--- src/design/iee_pkg.sv ---
package iee_pkg;

    localparam int STACK_DEPTH_DEF = 16;
    localparam int VALUE_WIDTH_DEF = 32;

    typedef enum logic [2:0] {
        OP_NONE = 3'd0,
        OP_ADD  = 3'd1,
        OP_SUB  = 3'd2,
        OP_MUL  = 3'd3,
        OP_DIV  = 3'd4,
        OP_OPEN = 3'd5
    } t_op;

    typedef enum logic [1:0] {
        ST_OK       = 2'd0,
        ST_DIV_ZERO = 2'd1,
        ST_STACK    = 2'd2,
        ST_BAD_CHAR = 2'd3
    } t_status;

    typedef enum logic [3:0] {
        S_IDLE,
        S_DISPATCH,
        S_OP_LOOP,
        S_CLOSE_LOOP,
        S_FIN_LOOP,
        S_RED_POP,
        S_RED_EXEC,
        S_DIV_RUN,
        S_FIN_CHECK,
        S_EMIT
    } t_state;

    typedef enum logic [1:0] {
        K_OPER,
        K_CLOSE,
        K_FIN
    } t_kind;

    localparam logic [7:0] CH_HASH  = 8'h23;
    localparam logic [7:0] CH_OPEN  = 8'h28;
    localparam logic [7:0] CH_CLOSE = 8'h29;
    localparam logic [7:0] CH_MUL   = 8'h2a;
    localparam logic [7:0] CH_ADD   = 8'h2b;
    localparam logic [7:0] CH_SUB   = 8'h2d;
    localparam logic [7:0] CH_DIV   = 8'h2f;
    localparam logic [7:0] CH_ZERO  = 8'h30;
    localparam logic [7:0] CH_NINE  = 8'h39;

    typedef struct packed {
        logic       load_char;
        logic       acc_digit;
        logic       flush_num;
        logic       push_op;
        logic       pop_op;
        logic       red_pop;
        logic       red_exec;
        logic       div_start;
        logic       div_push;
        logic       set_err;
        t_status    err_code;
        logic       emit;
        logic       clear;
    } t_cmd;

    typedef struct packed {
        logic       is_digit;
        t_op        char_op;
        logic       is_hash;
        logic       is_close;
        logic       bad_char;
        logic       num_pending;
        logic       err_any;
        logic       op_empty;
        logic       op_full;
        t_op        op_top;
        logic       val_lt2;
        logic       val_full;
        logic       val_one;
        logic       div_zero;
        logic       div_done;
        t_op        red_op;
    } t_stat;

    function automatic logic [1:0] prec(input t_op op);
        logic [1:0] p;
        p = 2'd0;
        if (op == OP_MUL || op == OP_DIV) p = 2'd2;
        else if (op == OP_ADD || op == OP_SUB) p = 2'd1;
        return p;
    endfunction

endpackage

--- src/design/iee_div.sv ---
module iee_div import iee_pkg::*; #(
    parameter int VALUE_WIDTH = VALUE_WIDTH_DEF
) (
    input  logic                   i_clk,
    input  logic                   i_rst_n,
    input  logic                   i_start,
    input  logic [VALUE_WIDTH-1:0] i_a,
    input  logic [VALUE_WIDTH-1:0] i_b,
    output logic                   o_done,
    output logic [VALUE_WIDTH-1:0] o_q
);
    localparam int CW = $clog2(VALUE_WIDTH + 1);

    logic [VALUE_WIDTH-1:0] r_q, r_d, r_r;
    logic [CW-1:0]          r_cnt;
    logic                   r_busy, r_neg;
    logic [VALUE_WIDTH:0]   w_rem, w_sub;

    assign w_rem = {r_r, r_q[VALUE_WIDTH-1]};
    assign w_sub = w_rem - {1'b0, r_d};

    always_ff @(posedge i_clk) begin
        if (!i_rst_n) begin
            r_busy <= 1'b0;
            r_cnt  <= '0;
        end else if (i_start) begin
            r_busy <= 1'b1;
            r_cnt  <= CW'(VALUE_WIDTH);
        end else if (r_busy) begin
            r_cnt <= r_cnt - 1'b1;
            if (r_cnt == CW'(1)) r_busy <= 1'b0;
        end
    end

    always_ff @(posedge i_clk) begin
        if (i_start) begin
            r_q   <= i_a[VALUE_WIDTH-1] ? -i_a : i_a;
            r_d   <= i_b[VALUE_WIDTH-1] ? -i_b : i_b;
            r_r   <= '0;
            r_neg <= i_a[VALUE_WIDTH-1] ^ i_b[VALUE_WIDTH-1];
        end else if (r_busy) begin
            if (!w_sub[VALUE_WIDTH]) begin
                r_r <= w_sub[VALUE_WIDTH-1:0];
                r_q <= {r_q[VALUE_WIDTH-2:0], 1'b1};
            end else begin
                r_r <= w_rem[VALUE_WIDTH-1:0];
                r_q <= {r_q[VALUE_WIDTH-2:0], 1'b0};
            end
        end
    end

    assign o_done = !r_busy;
    assign o_q    = r_neg ? -r_q : r_q;
endmodule

--- src/design/iee_datapath.sv ---
module iee_datapath import iee_pkg::*; #(
    parameter int STACK_DEPTH = STACK_DEPTH_DEF,
    parameter int VALUE_WIDTH = VALUE_WIDTH_DEF
) (
    input  logic        i_clk,
    input  logic        i_rst_n,
    input  logic [7:0]  i_char_in,
    input  t_cmd        i_cmd,
    output t_stat       o_stat,
    output logic [31:0] o_value,
    output logic [1:0]  o_status
);
    localparam int AW = $clog2(STACK_DEPTH);
    localparam int CW = $clog2(STACK_DEPTH + 1);

    logic [VALUE_WIDTH-1:0] r_vstk [STACK_DEPTH];
    t_op                    r_ostk [STACK_DEPTH];
    logic [CW-1:0]          r_vcnt, r_ocnt;
    logic [VALUE_WIDTH-1:0] r_acc, r_a, r_b, r_top;
    logic                   r_pend;
    t_status                r_err;
    logic [7:0]             r_ch;
    t_op                    r_rop;
    logic [31:0]            r_value;
    logic [1:0]             r_status;

    logic [VALUE_WIDTH-1:0] w_res, w_q, w_push;
    logic                   w_vpush, w_dd;
    t_op                    w_cop;

    iee_div #(.VALUE_WIDTH(VALUE_WIDTH)) u_div (
        .i_clk  (i_clk),
        .i_rst_n(i_rst_n),
        .i_start(i_cmd.div_start),
        .i_a    (r_a),
        .i_b    (r_b),
        .o_done (w_dd),
        .o_q    (w_q)
    );

    always_comb begin
        unique case (r_ch)
            CH_ADD:   w_cop = OP_ADD;
            CH_SUB:   w_cop = OP_SUB;
            CH_MUL:   w_cop = OP_MUL;
            CH_DIV:   w_cop = OP_DIV;
            CH_OPEN:  w_cop = OP_OPEN;
            default:  w_cop = OP_NONE;
        endcase
    end

    always_comb begin
        unique case (r_rop)
            OP_ADD:  w_res = r_a + r_b;
            OP_SUB:  w_res = r_a - r_b;
            default: w_res = VALUE_WIDTH'(r_a * r_b);
        endcase
    end

    assign w_vpush = i_cmd.flush_num | i_cmd.red_exec | i_cmd.div_push;
    assign w_push  = i_cmd.flush_num ? r_acc : (i_cmd.div_push ? w_q : w_res);

    always_ff @(posedge i_clk) begin
        if (!i_rst_n || i_cmd.clear) begin
            r_vcnt <= '0;
            r_ocnt <= '0;
            r_acc  <= '0;
            r_pend <= 1'b0;
            r_err  <= ST_OK;
        end else begin
            if (i_cmd.acc_digit) begin
                r_acc  <= VALUE_WIDTH'(r_acc * VALUE_WIDTH'(10))
                          + VALUE_WIDTH'(r_ch - CH_ZERO);
                r_pend <= 1'b1;
            end
            if (i_cmd.flush_num) begin
                r_acc  <= '0;
                r_pend <= 1'b0;
            end
            if (i_cmd.set_err && r_err == ST_OK) r_err <= i_cmd.err_code;
            if (i_cmd.red_pop) r_vcnt <= r_vcnt - CW'(2);
            if (w_vpush) r_vcnt <= r_vcnt + 1'b1;
            if (i_cmd.red_pop) r_ocnt <= r_ocnt - 1'b1;
            else if (i_cmd.pop_op) r_ocnt <= r_ocnt - 1'b1;
            else if (i_cmd.push_op) r_ocnt <= r_ocnt + 1'b1;
        end
    end

    always_ff @(posedge i_clk) begin
        if (i_cmd.load_char) r_ch <= i_char_in;
        if (w_vpush) r_vstk[AW'(r_vcnt)] <= w_push;
        if (i_cmd.push_op) r_ostk[AW'(r_ocnt)] <= w_cop;
        if (i_cmd.red_pop) begin
            r_b   <= r_vstk[AW'(r_vcnt - 1'b1)];
            r_a   <= r_vstk[AW'(r_vcnt - CW'(2))];
            r_rop <= r_ostk[AW'(r_ocnt - 1'b1)];
        end
        r_top <= r_vstk[0];
        if (i_cmd.emit) begin
            r_status <= r_err;
            r_value  <= (r_err == ST_OK) ? 32'(signed'(r_top)) : '0;
        end
    end

    assign o_stat.is_digit    = (r_ch >= CH_ZERO) && (r_ch <= CH_NINE);
    assign o_stat.char_op     = w_cop;
    assign o_stat.is_hash     = (r_ch == CH_HASH);
    assign o_stat.is_close    = (r_ch == CH_CLOSE);
    assign o_stat.bad_char    = (w_cop == OP_NONE) && (r_ch != CH_HASH)
                                && (r_ch != CH_CLOSE)
                                && !((r_ch >= CH_ZERO) && (r_ch <= CH_NINE));
    assign o_stat.num_pending = r_pend;
    assign o_stat.err_any     = (r_err != ST_OK);
    assign o_stat.op_empty    = (r_ocnt == '0);
    assign o_stat.op_full     = (r_ocnt == CW'(STACK_DEPTH));
    assign o_stat.op_top      = r_ostk[AW'(r_ocnt - 1'b1)];
    assign o_stat.val_lt2     = (r_vcnt < CW'(2));
    assign o_stat.val_full    = (r_vcnt == CW'(STACK_DEPTH));
    assign o_stat.val_one     = (r_vcnt == CW'(1));
    assign o_stat.div_zero    = (r_b == '0);
    assign o_stat.div_done    = w_dd;
    assign o_stat.red_op      = r_rop;
    assign o_value            = r_value;
    assign o_status           = r_status;
endmodule

--- src/design/iee_ctrl.sv ---
module iee_ctrl import iee_pkg::*; (
    input  logic  i_clk,
    input  logic  i_rst_n,
    input  logic  i_valid,
    input  logic  i_end_of_text,
    output logic  o_stall,
    input  logic  i_out_stall,
    output logic  o_valid,
    input  t_stat i_stat,
    output t_cmd  o_cmd
);
    t_state r_state, n_state;
    t_kind  r_kind, n_kind;
    logic   r_skip, n_skip, r_last, r_ovalid, w_fire;

    assign w_fire  = i_valid && !o_stall;
    assign o_stall = (r_state != S_IDLE) || (r_ovalid && i_out_stall);
    assign o_valid = r_ovalid;

    always_ff @(posedge i_clk) begin
        if (!i_rst_n) begin
            r_state  <= S_IDLE;
            r_kind   <= K_OPER;
            r_skip   <= 1'b1;
            r_last   <= 1'b0;
            r_ovalid <= 1'b0;
        end else begin
            r_state <= n_state;
            r_kind  <= n_kind;
            r_skip  <= n_skip;
            if (w_fire) r_last <= i_end_of_text;
            if (o_cmd.emit) r_ovalid <= 1'b1;
            else if (!i_out_stall) r_ovalid <= 1'b0;
        end
    end

    always_comb begin
        n_state = r_state;
        n_kind  = r_kind;
        n_skip  = r_skip;
        unique case (r_state)
            S_IDLE: begin
                if (w_fire) begin
                    if (r_skip) begin
                        n_skip  = 1'b0;
                        n_state = i_end_of_text ? S_FIN_CHECK : S_IDLE;
                    end else begin
                        n_state = S_DISPATCH;
                    end
                end
            end
            S_DISPATCH: begin
                if (i_stat.err_any) begin
                    n_state = (i_stat.is_hash || r_last) ? S_EMIT : S_IDLE;
                end else if (i_stat.is_digit) begin
                    n_state = r_last ? S_FIN_LOOP : S_IDLE;
                    n_kind  = K_FIN;
                end else if (i_stat.is_hash) begin
                    n_state = S_FIN_LOOP;
                    n_kind  = K_FIN;
                end else if (i_stat.is_close) begin
                    n_state = S_CLOSE_LOOP;
                    n_kind  = K_CLOSE;
                end else if (i_stat.char_op == OP_OPEN || i_stat.bad_char) begin
                    n_state = r_last ? S_FIN_LOOP : S_IDLE;
                    n_kind  = K_FIN;
                end else begin
                    n_state = S_OP_LOOP;
                    n_kind  = K_OPER;
                end
            end
            S_OP_LOOP: begin
                if (i_stat.err_any) n_state = r_last ? S_FIN_LOOP : S_IDLE;
                else if (!i_stat.op_empty
                         && prec(i_stat.op_top) >= prec(i_stat.char_op))
                    n_state = S_RED_POP;
                else begin
                    n_state = r_last ? S_FIN_LOOP : S_IDLE;
                    n_kind  = K_FIN;
                end
            end
            S_CLOSE_LOOP: begin
                if (i_stat.err_any) n_state = r_last ? S_FIN_LOOP : S_IDLE;
                else if (!i_stat.op_empty && i_stat.op_top != OP_OPEN)
                    n_state = S_RED_POP;
                else begin
                    n_state = r_last ? S_FIN_LOOP : S_IDLE;
                    n_kind  = K_FIN;
                end
            end
            S_FIN_LOOP: begin
                if (!i_stat.err_any && i_stat.num_pending) n_state = S_FIN_LOOP;
                else if (i_stat.err_any || i_stat.op_empty) n_state = S_FIN_CHECK;
                else if (i_stat.op_top == OP_OPEN) n_state = S_FIN_CHECK;
                else n_state = S_RED_POP;
            end
            S_RED_POP: begin
                n_state = i_stat.val_lt2 ? r_state : S_RED_EXEC;
                if (i_stat.val_lt2) begin
                    unique case (r_kind)
                        K_OPER:  n_state = r_last ? S_FIN_LOOP : S_IDLE;
                        K_CLOSE: n_state = r_last ? S_FIN_LOOP : S_IDLE;
                        default: n_state = S_FIN_CHECK;
                    endcase
                end
            end
            S_RED_EXEC: begin
                if (i_stat.red_op == OP_DIV && !i_stat.div_zero) n_state = S_DIV_RUN;
                else begin
                    unique case (r_kind)
                        K_OPER:  n_state = S_OP_LOOP;
                        K_CLOSE: n_state = S_CLOSE_LOOP;
                        default: n_state = S_FIN_LOOP;
                    endcase
                end
            end
            S_DIV_RUN: begin
                if (i_stat.div_done) begin
                    unique case (r_kind)
                        K_OPER:  n_state = S_OP_LOOP;
                        K_CLOSE: n_state = S_CLOSE_LOOP;
                        default: n_state = S_FIN_LOOP;
                    endcase
                end
            end
            S_FIN_CHECK: n_state = S_EMIT;
            S_EMIT: begin
                n_state = S_IDLE;
                n_skip  = 1'b1;
            end
            default:     n_state = S_IDLE;
        endcase
    end

    always_comb begin
        o_cmd = '0;
        o_cmd.err_code = ST_OK;
        o_cmd.load_char = w_fire;
        unique case (r_state)
            S_DISPATCH: begin
                if (!i_stat.err_any) begin
                    if (i_stat.is_digit) o_cmd.acc_digit = 1'b1;
                    else if (i_stat.num_pending) begin
                        if (i_stat.val_full) begin
                            o_cmd.set_err  = 1'b1;
                            o_cmd.err_code = ST_STACK;
                        end else o_cmd.flush_num = 1'b1;
                    end
                    if (!i_stat.is_digit && !(i_stat.num_pending && i_stat.val_full)) begin
                        if (i_stat.bad_char) begin
                            o_cmd.set_err  = 1'b1;
                            o_cmd.err_code = ST_BAD_CHAR;
                        end else if (i_stat.char_op == OP_OPEN) begin
                            if (i_stat.op_full) begin
                                o_cmd.set_err  = 1'b1;
                                o_cmd.err_code = ST_STACK;
                            end else o_cmd.push_op = 1'b1;
                        end
                    end
                end
            end
            S_OP_LOOP: begin
                if (!i_stat.err_any && !(!i_stat.op_empty
                    && prec(i_stat.op_top) >= prec(i_stat.char_op))) begin
                    if (i_stat.op_full) begin
                        o_cmd.set_err  = 1'b1;
                        o_cmd.err_code = ST_STACK;
                    end else o_cmd.push_op = 1'b1;
                end
            end
            S_CLOSE_LOOP: begin
                if (!i_stat.err_any) begin
                    if (i_stat.op_empty) begin
                        o_cmd.set_err  = 1'b1;
                        o_cmd.err_code = ST_STACK;
                    end else if (i_stat.op_top == OP_OPEN) o_cmd.pop_op = 1'b1;
                end
            end
            S_FIN_LOOP: begin
                if (!i_stat.err_any && i_stat.num_pending) begin
                    if (i_stat.val_full) begin
                        o_cmd.set_err  = 1'b1;
                        o_cmd.err_code = ST_STACK;
                    end else o_cmd.flush_num = 1'b1;
                end else if (!i_stat.err_any && !i_stat.op_empty
                             && i_stat.op_top == OP_OPEN) begin
                    o_cmd.set_err  = 1'b1;
                    o_cmd.err_code = ST_STACK;
                end
            end
            S_RED_POP: begin
                if (i_stat.val_lt2) begin
                    o_cmd.pop_op   = 1'b1;
                    o_cmd.set_err  = 1'b1;
                    o_cmd.err_code = ST_STACK;
                end else o_cmd.red_pop = 1'b1;
            end
            S_RED_EXEC: begin
                if (i_stat.red_op == OP_DIV) begin
                    if (i_stat.div_zero) begin
                        o_cmd.set_err  = 1'b1;
                        o_cmd.err_code = ST_DIV_ZERO;
                    end else o_cmd.div_start = 1'b1;
                end else o_cmd.red_exec = 1'b1;
            end
            S_DIV_RUN: o_cmd.div_push = i_stat.div_done;
            S_FIN_CHECK: begin
                if (!i_stat.err_any && !i_stat.val_one) begin
                    o_cmd.set_err  = 1'b1;
                    o_cmd.err_code = ST_STACK;
                end
            end
            S_EMIT: begin
                o_cmd.emit  = 1'b1;
                o_cmd.clear = 1'b1;
            end
            default: ;
        endcase
    end
endmodule

--- src/design/infix_expression_evaluator.sv ---
// Character-serial infix evaluator with a value stack and an operator stack in
// flip-flops. The first character of each expression is taken as the opening
// delimiter; '#' or end_of_text closes it and one transaction with value and
// status is presented. An operator or ')' runs its reductions, and a division
// uses the bit-serial restoring divider; closing an expression runs the
// reductions still pending. The result register is refilled only after it has
// been taken; while it is held the input is stalled.
module infix_expression_evaluator import iee_pkg::*; #(
    parameter int STACK_DEPTH = STACK_DEPTH_DEF,
    parameter int VALUE_WIDTH = VALUE_WIDTH_DEF
) (
    input  logic        i_clk,
    input  logic        i_rst_n,
    input  logic        i_valid,
    output logic        o_stall,
    input  logic [7:0]  i_char_in,
    input  logic        i_end_of_text,
    output logic        o_valid,
    input  logic        i_stall,
    output logic [31:0] o_value,
    output logic [1:0]  o_status
);
    t_cmd  w_cmd;
    t_stat w_stat;

    iee_ctrl u_ctrl (
        .i_clk        (i_clk),
        .i_rst_n      (i_rst_n),
        .i_valid      (i_valid),
        .i_end_of_text(i_end_of_text),
        .o_stall      (o_stall),
        .i_out_stall  (i_stall),
        .o_valid      (o_valid),
        .i_stat       (w_stat),
        .o_cmd        (w_cmd)
    );

    iee_datapath #(.STACK_DEPTH(STACK_DEPTH), .VALUE_WIDTH(VALUE_WIDTH)) u_dp (
        .i_clk    (i_clk),
        .i_rst_n  (i_rst_n),
        .i_char_in(i_char_in),
        .i_cmd    (w_cmd),
        .o_stat   (w_stat),
        .o_value  (o_value),
        .o_status (o_status)
    );
endmodule

--- config.mk ---
export PLATFORM = sky130hd
export DESIGN_NAME = infix_expression_evaluator
export DESIGN_NICKNAME = d
export VERILOG_FILES = /design/src/design/iee_pkg.sv /design/src/design/iee_div.sv /design/src/design/iee_datapath.sv /design/src/design/iee_ctrl.sv /design/src/design/infix_expression_evaluator.sv
export SDC_FILE = /design/constraint.sdc
export NUM_CORES = 2
export LEC_CHECK = 0
export ABC_CLOCK_PERIOD_IN_PS = 12900
export BUFFER_PORTS_ARGS = -buffer_cell sky130_fd_sc_hd__buf_4
export CAP_MARGIN = 10
export CORE_UTILIZATION = 40
export CTS_BUF_LIST = sky130_fd_sc_hd__clkbuf_8
export DETAILED_ROUTE_END_ITERATION = 8
export PLACE_DENSITY_LB_ADDON = 0.05
export SLEW_MARGIN = 20
export SYNTH_ARGS = -nofsm -noshare
export SYNTH_HDL_FRONTEND = slang
export SYNTH_SLANG_ARGS = --single-unit
--- constraint.sdc ---
create_clock -name i_clk -period 12.9 [get_ports i_clk]
set_input_delay 1.29 -clock i_clk [delete_from_list [all_inputs] [get_ports i_clk]]
set_output_delay 1.29 -clock i_clk [all_outputs]
set_load 0.01 [all_outputs]
After elaboration in Yosys (flattened, before gate mapping)
Memories as Yosys holds them, arrays and structs flattened. A register that Yosys moved wholly into a read port is not among the register bits.
Index checks and enable logic that the tools add are counted.
Word-level totals
  RAM bits: 560
  memories kept: 2
  output and inout port bits: 36
  bits in registers: 203
  bits of input ports: 13
Memories
  u_dp.r_vstk: depth 16, width 32, read ports 3, clocked after Yosys merged registers in 3, write ports 1, RTL line iee_datapath.sv:16  | logic [VALUE_WIDTH-1:0] r_vstk [STACK_DEPTH];
  u_dp.r_ostk: depth 16, width 3, read ports 1, clocked after Yosys merged registers in 0, write ports 1, RTL line iee_datapath.sv:17  | t_op r_ostk [STACK_DEPTH];
Operators by class
  add/subtract/negate cells: 14
  order comparisons: 5
  reduce and logical (&&, ||, !) cells: 56
  bitwise logic cells: 4
  eq/ne operators: 45
  muxes and demuxes: 118
  multiply operators: 2
Operators by type and width (number)
  two-way mux 32 bit: 7
  negator 32 bit: 3
  two-way mux 4 bit: 20
  adder 32 bit: 2
  one-hot mux 32 bit (2 select lines): 1
  two-way mux 3 bit: 20
  == test 8 x 6 -> 1 bit (second input constant): 7
  two-way mux 2 bit: 19
  one-hot mux 4 bit (9 select lines): 1
  two-way mux 1 bit: 34
  subtractor 33 x 32 -> 33 bit: 1
  zero test 32 bit: 1
  multiplier 32 x 3 -> 31 bit (second input constant): 1
  multiplier 32 x 32 -> 32 bit: 1
  subtractor 32 bit: 1
  two-way mux 31 bit: 1
  two-way mux 5 bit: 5
  one-hot mux 3 bit (7 select lines): 1
  logical AND 1 bit: 18
  == test 4 x 3 -> 1 bit (second input constant): 4
  inequality test 8 x 6 -> 1 bit (second input constant): 2
  == test 3 x 2 -> 1 bit (second input constant): 5
  == test 3 bit (second input constant): 5
  one-hot mux 3 bit (5 select lines): 1
  other kinds (40): 83

Depth between registers and ports, before layout
  word-level depth: 16
  gate-level depth with buffers: 28
  gate-level depth less buffers: 26

By module
A second synthesis with hierarchy kept.
Second synthesis, totals
  cells, all modules: 5153
  area, all modules: 62079.5 sq um
Modules (own cells, without submodules)
  iee_datapath: area each 53045.9 sq um, sequential area each 21630.7 sq um, instances 1, cells each 4049
  iee_div: area each 7985.2 sq um, sequential area each 2732.6 sq um, instances 1, cells each 950
  iee_ctrl: area each 1048.5 sq um, sequential area each 180.2 sq um, instances 1, cells each 154

Worst setup path after synthesis
Ideal clock, no wire load.
  kind: register -> register
  from: register u_dp.r_b[5] (read register of u_dp.r_vstk)
  to: memory u_dp.r_vstk[0][30] in the netlist's numbering, data pin
  setup time: 0.341 ns
  setup slack: 4.685 ns
  buffers on the path: 2
  data required time: 12.559 ns
  stages on the path, launching flop included: 27
  arrival: 7.874 ns
  cell sequence: edfxtp_1 > clkbuf_1 > clkbuf_1 > and2_1 > fa_1 > fa_1 > fa_1 > inv_1 > fa_1 > inv_1 > fa_1 > inv_1 > fa_1 > inv_1 > fa_1 > fa_1 > ha_1 > a21o_1 > a21o_1 > a21oi_1 > o21bai_1 > a221oi_1 > o21ai_0 > a41o_1 > mux2i_1 > or3_1 > o31ai_1
Between the ends
  word-level cells in the longest chain between the ends: 4
  elaborated cells between the ends (all ways): 6
  those cells by class: add/sub: 2; mul: 1; mux: 3
RTL lines
  start, declared: RTL line iee_datapath.sv:19  | logic [VALUE_WIDTH-1:0] r_acc, r_a, r_b, r_top;
  multiplier 32 x 32 -> 32 bit (tied with other cells): RTL line iee_datapath.sv:56  | default: w_res = VALUE_WIDTH'(r_a * r_b);
  one-hot mux 32 bit (2 select lines) *: RTL line iee_datapath.sv:53  | unique case (r_rop)
  two-way mux 32 bit * (2 in series): RTL line iee_datapath.sv:61  | assign w_push = i_cmd.flush_num ? r_acc : (i_cmd.div_push ? w_q : w_res);
  net u_dp.w_push[30]: RTL line iee_datapath.sv:27  | logic [VALUE_WIDTH-1:0] w_res, w_q, w_push;
  end, declared: RTL line iee_datapath.sv:16
The timed path passes the listed nets; every way through them passes the cells marked *.

Worst setup path in the final report
  from: register u_dp.r_a[15] (read register of u_dp.r_vstk)
  to: memory u_dp.r_vstk[1][30] in the netlist's numbering, data pin
Between the ends
  word-level cells in the longest chain between the ends: 4
  elaborated cells between the ends (all ways): 6
  those cells by class: add/sub: 2; mul: 1; mux: 3
RTL lines (RTL line)
  start, declared: iee_datapath.sv:19
  multiplier 32 x 32 -> 32 bit (tied with other cells): iee_datapath.sv:56
  one-hot mux 32 bit (2 select lines) *: iee_datapath.sv:53
  two-way mux 32 bit * (2 in series): iee_datapath.sv:61
  net u_dp.w_push[30]: iee_datapath.sv:27
Marks and branches as above.

==> flow_summary.json <==
{
  "antenna_left": 0,
  "cts_buffers": 156,
  "timing.rr.end": "u_dp.r_vstk[1][30]",
  "num_vias": 40509,
  "power.switching_w": 0.001483,
  "cts_resized": 0,
  "overflow": 0,
  "drtIter0Drc": 3180,
  "fp.dieH_um": 392.4,
  "drc": 0,
  "io_buffers": 48,
  "slew_headroom_pct": 25.69,
  "yosys_warnings": 0,
  "peakVddDrop_mv": 0.09827,
  "synthDistinctLibCells": 83,
  "syn-num-nets": 5749,
  "critPathKind": "reg2reg",
  "synth_edf_count": 734,
  "fillers": 14014,
  "cp.arrival_ns": 9.33,
  "grtUsageTotal_pct": 24.86,
  "dp_hpwl_um": 124500,
  "start_util_pct": 40.51,
  "first_global_vias": 42198,
  "firstDrtPassIters": 6,
  "min_delay_path_depth": 0,
  "htree_levels": 4,
  "outcome": "complete, no violations",
  "std_cell_rows": 142,
  "synth.avg_cell_area_um2": 12.12,
  "nNetsFinal": 5803,
  "cp-start-kind": "flop",
  "swShare_pct": 24.48,
  "hold_viol": 0,
  "pwr-share-seq_pct": 49.9,
  "drv_slew": 0,
  "clk_latency_ns": 0.92,
  "worstHoldStart": "u_dp.r_vstk[0][0]",
  "netlist_instances": 5031,
  "die_w_um": 392.4,
  "synthToLayoutAreaGrowth_pct": 10.58,
  "core_area_mm2": 0.1505,
  "fin_crit_sh_pct": 67.69,
  "path_max_fanout": 22,
  "finalSetupViolCount": 0,
  "wirelength_um": 186700,
  "timing.fmax_ghz": 0.1145,
  "wl_per_cell_um": 25.81,
  "worst_pin_slew_ns": 1.115,
  "yosysSeqAreaShare_pct": 40.26,
  "clk_pin_slew_ns": 0.06,
  "pwr-share-clk_pct": 45.5,
  "place_congestion": 0.8862,
  "rsz0062_at_grt": "no",
  "cts_tree": "built",
  "cts_root_buffer": "clkbuf_8",
  "cts_max_path_buffers": 3,
  "die_area_mm2": 0.1540,
  "skew_ns": 0.06854,
  "pwr-share-comb_pct": 4.6,
  "period_needed_ns": 8.733,
  "holdCritPathClass": "reg2reg",
  "grt_antenna_before_repair": 7,
  "cts_setup_buffers": 0,
  "async_reset_ff_share_pct": 0,
  "p_per_area_mw_per_mm2": 89.90,
  "required_ns": 13.50,
  "synth_seq_cells": 859,
  "power.total_w": 0.006061,
  "drive_above_1_share_pct": 15.33,
  "r2r_cells": 24,
  "drv_cap": 0,
  "grt_max_degree": 109,
  "synthesis.area_mm2": 0.06096,
  "internal-power_w": 0.004577,
  "critPathCaptureType": "flop",
  "vias_per_cell": 5.599,
  "cts_sinks": 859,
  "grt_pass1_wl_um": 280200,
  "p_leak_nw": 26.01,
  "ctsHoldBuffers": 0,
  "reg2reg_from": "u_dp.r_a[15]",
  "whs_endpoint": "u_dp.r_top[0]",
  "io-pin-count": 49,
  "finalSetupTns_ns": 0,
  "synthFlopType": "edfxtp_1",
  "rrSetupSlack_ns": 4.17
}
how the worst max path moves through the flow:
| stage | slack (ns) | from | cells past startpoint | to |
|---|---|---|---|---|
| CTS | 3.77 | u_dp.r_a[15] | 24 | u_dp.r_vstk[1][30] |
| detailed placement | 3.78 | u_dp.r_a[15] | 24 | u_dp.r_vstk[2][30] |
| global route | 3.76 | u_dp.r_a[15] | 24 | u_dp.r_vstk[14][30] |
| floorplan | 4.68 | u_dp.r_b[5] | 26 | u_dp.r_vstk[0][30] |
| global placement | 3.86 | u_dp.r_a[15] | 24 | u_dp.r_vstk[0][30] |
| finish | 4.17 | u_dp.r_a[15] | 24 | u_dp.r_vstk[1][30] |
placed cells by master (no fill, tap or decap), drive strengths merged, types with 125 or more instances in the layout:
master    n
edfxtp  734
dfxtp   125
fa      412
a21oi   195
and2    343
nand2   482
o21ai   199
nor2    192
inv     535
xnor2   208
clkbuf  175
buf     178
ha      293
mux4    335
kinds of logic (layout without fill, tap and decap cells):
logic type / Yosys count / in the layout / share of synthesized area [%]
other: 0 / 6 / 0
and+or+nand+nor: 1302 / 1302 / 10.60
AOI/OAI and AO/OA: 733 / 733 / 7.584
xor gates and xnor gates: 323 / 323 / 4.640
buffers and inverters: 754 / 936 / 4.669
adders and majority gates: 705 / 705 / 19.54
muxes: 355 / 355 / 12.71
DFF: 859 / 859 / 40.26
routing by layer:
| layer | vias to the layer above | wire (um) | global-route usage [%] |
|---|---|---|---|
| li1 | 18033 | - | - |
| met1 | 21161 | 83910 | 34.57 |
| met5 | - | 0 | 0 |
| met3 | 238 | 8809 | 3.102 |
| met2 | 1077 | 90100 | 41.21 |
| met4 | 0 | 3889 | 6.193 |
critical path: stages, from the launching register on:
cell and delay, ns:
edfxtp_1 1.01, and2_1 0.26, fa_1 0.42, inv_1 0.08
fa_1 0.42, fa_1 0.48, fa_1 0.54, inv_1 0.05
fa_1 0.50, inv_1 0.06, fa_1 0.53, inv_1 0.05
fa_1 0.38, fa_1 0.46, ha_1 0.33, a21o_1 0.20
a21o_1 0.17, a21oi_1 0.13, o21bai_1 0.08, a221oi_1 0.43
o21ai_0 0.24, a41o_1 0.31, mux2i_1 0.12, or3_1 0.49
o31ai_4 0.65
synthesized netlist by cell type (21+ instances only):
master | n | area, um2
a211oi_1 | 31 | 232.7
a21o_1 | 73 | 548.0
a21oi_1 | 195 | 975.9
and2_1 | 343 | 2146
and3_1 | 23 | 143.9
buf_1 | 38 | 142.6
clkbuf_1 | 241 | 904.6
dfxtp_1 | 125 | 2502
edfxtp_1 | 734 | 22040
fa_1 | 412 | 8248
ha_1 | 293 | 3666
inv_1 | 470 | 1764
mux4_2 | 335 | 7545
nand2_1 | 482 | 1809
nand2b_1 | 31 | 193.9
nand3_1 | 45 | 225.2
nor2_1 | 192 | 720.7
nor2b_1 | 21 | 131.4
nor3_1 | 56 | 280.3
o21a_1 | 28 | 210.2
o21ai_0 | 197 | 986.0
o21bai_1 | 22 | 165.2
o31ai_1 | 42 | 315.3
or3_1 | 24 | 150.1
xnor2_1 | 208 | 1822
xor2_1 | 115 | 1007
power groups by stage:
stage	logic, W	clock network (W)	registers, W
final	0.000279	0.00276	0.00302
after global routing	0.000315	0.00296	0.00302
after CTS	0.000282	0.00285	0.00302
after detailed placement	0.000280	0	0.00308
after global placement	0.000280	0	0.00308
after floorplan	0.000217	0	0.00307
per-stage QoR:
| stage | instance area (um2) | utilization [%] | worst slack, ns | cells | hold slack [ns] |
|---|---|---|---|---|---|
| global route | 67400 | 44.79 | 3.760 | 7231 | 0.4065 |
| global placement | 64020 | 42.54 | 3.860 | 6943 | 0.3793 |
| detailed placement | 64040 | 42.55 | 3.778 | 6943 | 0.3867 |
| CTS | 67370 | 44.77 | 3.773 | 7229 | 0.3945 |
| floorplan | 60960 | - | 4.685 | 5031 | 0.3594 |
| finish | 67410 | 44.80 | 4.167 | 7235 | 0.3953 |
area by class of cell:
class	count	area (um2)	share of cell area [%]
clock buffers	175	2409	3.573
well taps	2016	2522	3.742
inverters	472	1773	2.630
diodes	6	15.01	0.02227
repair buffers	178	1349	2.001
multi-input cells	3418	33870	50.24
flip-flops and latches	859	24550	36.42
clock inverters	111	920.9	1.366
state kept, by name, indices dropped and copies added, names as in the netlist, 6 cells and up:
| signal | flops |
|---|---|
| u_dp.o_value | 32 |
| u_dp.r_a | 32 |
| u_dp.r_acc | 32 |
| u_dp.r_b | 32 |
| u_dp.r_ch | 8 |
| u_dp.r_ostk | 48 |
| u_dp.r_top | 32 |
| u_dp.r_vstk | 512 |
| u_dp.u_div.r_cnt | 6 |
| u_dp.u_div.r_d | 32 |
| u_dp.u_div.r_q | 32 |
| u_dp.u_div.r_r | 32 |
(Power assumes the default switching activity.)
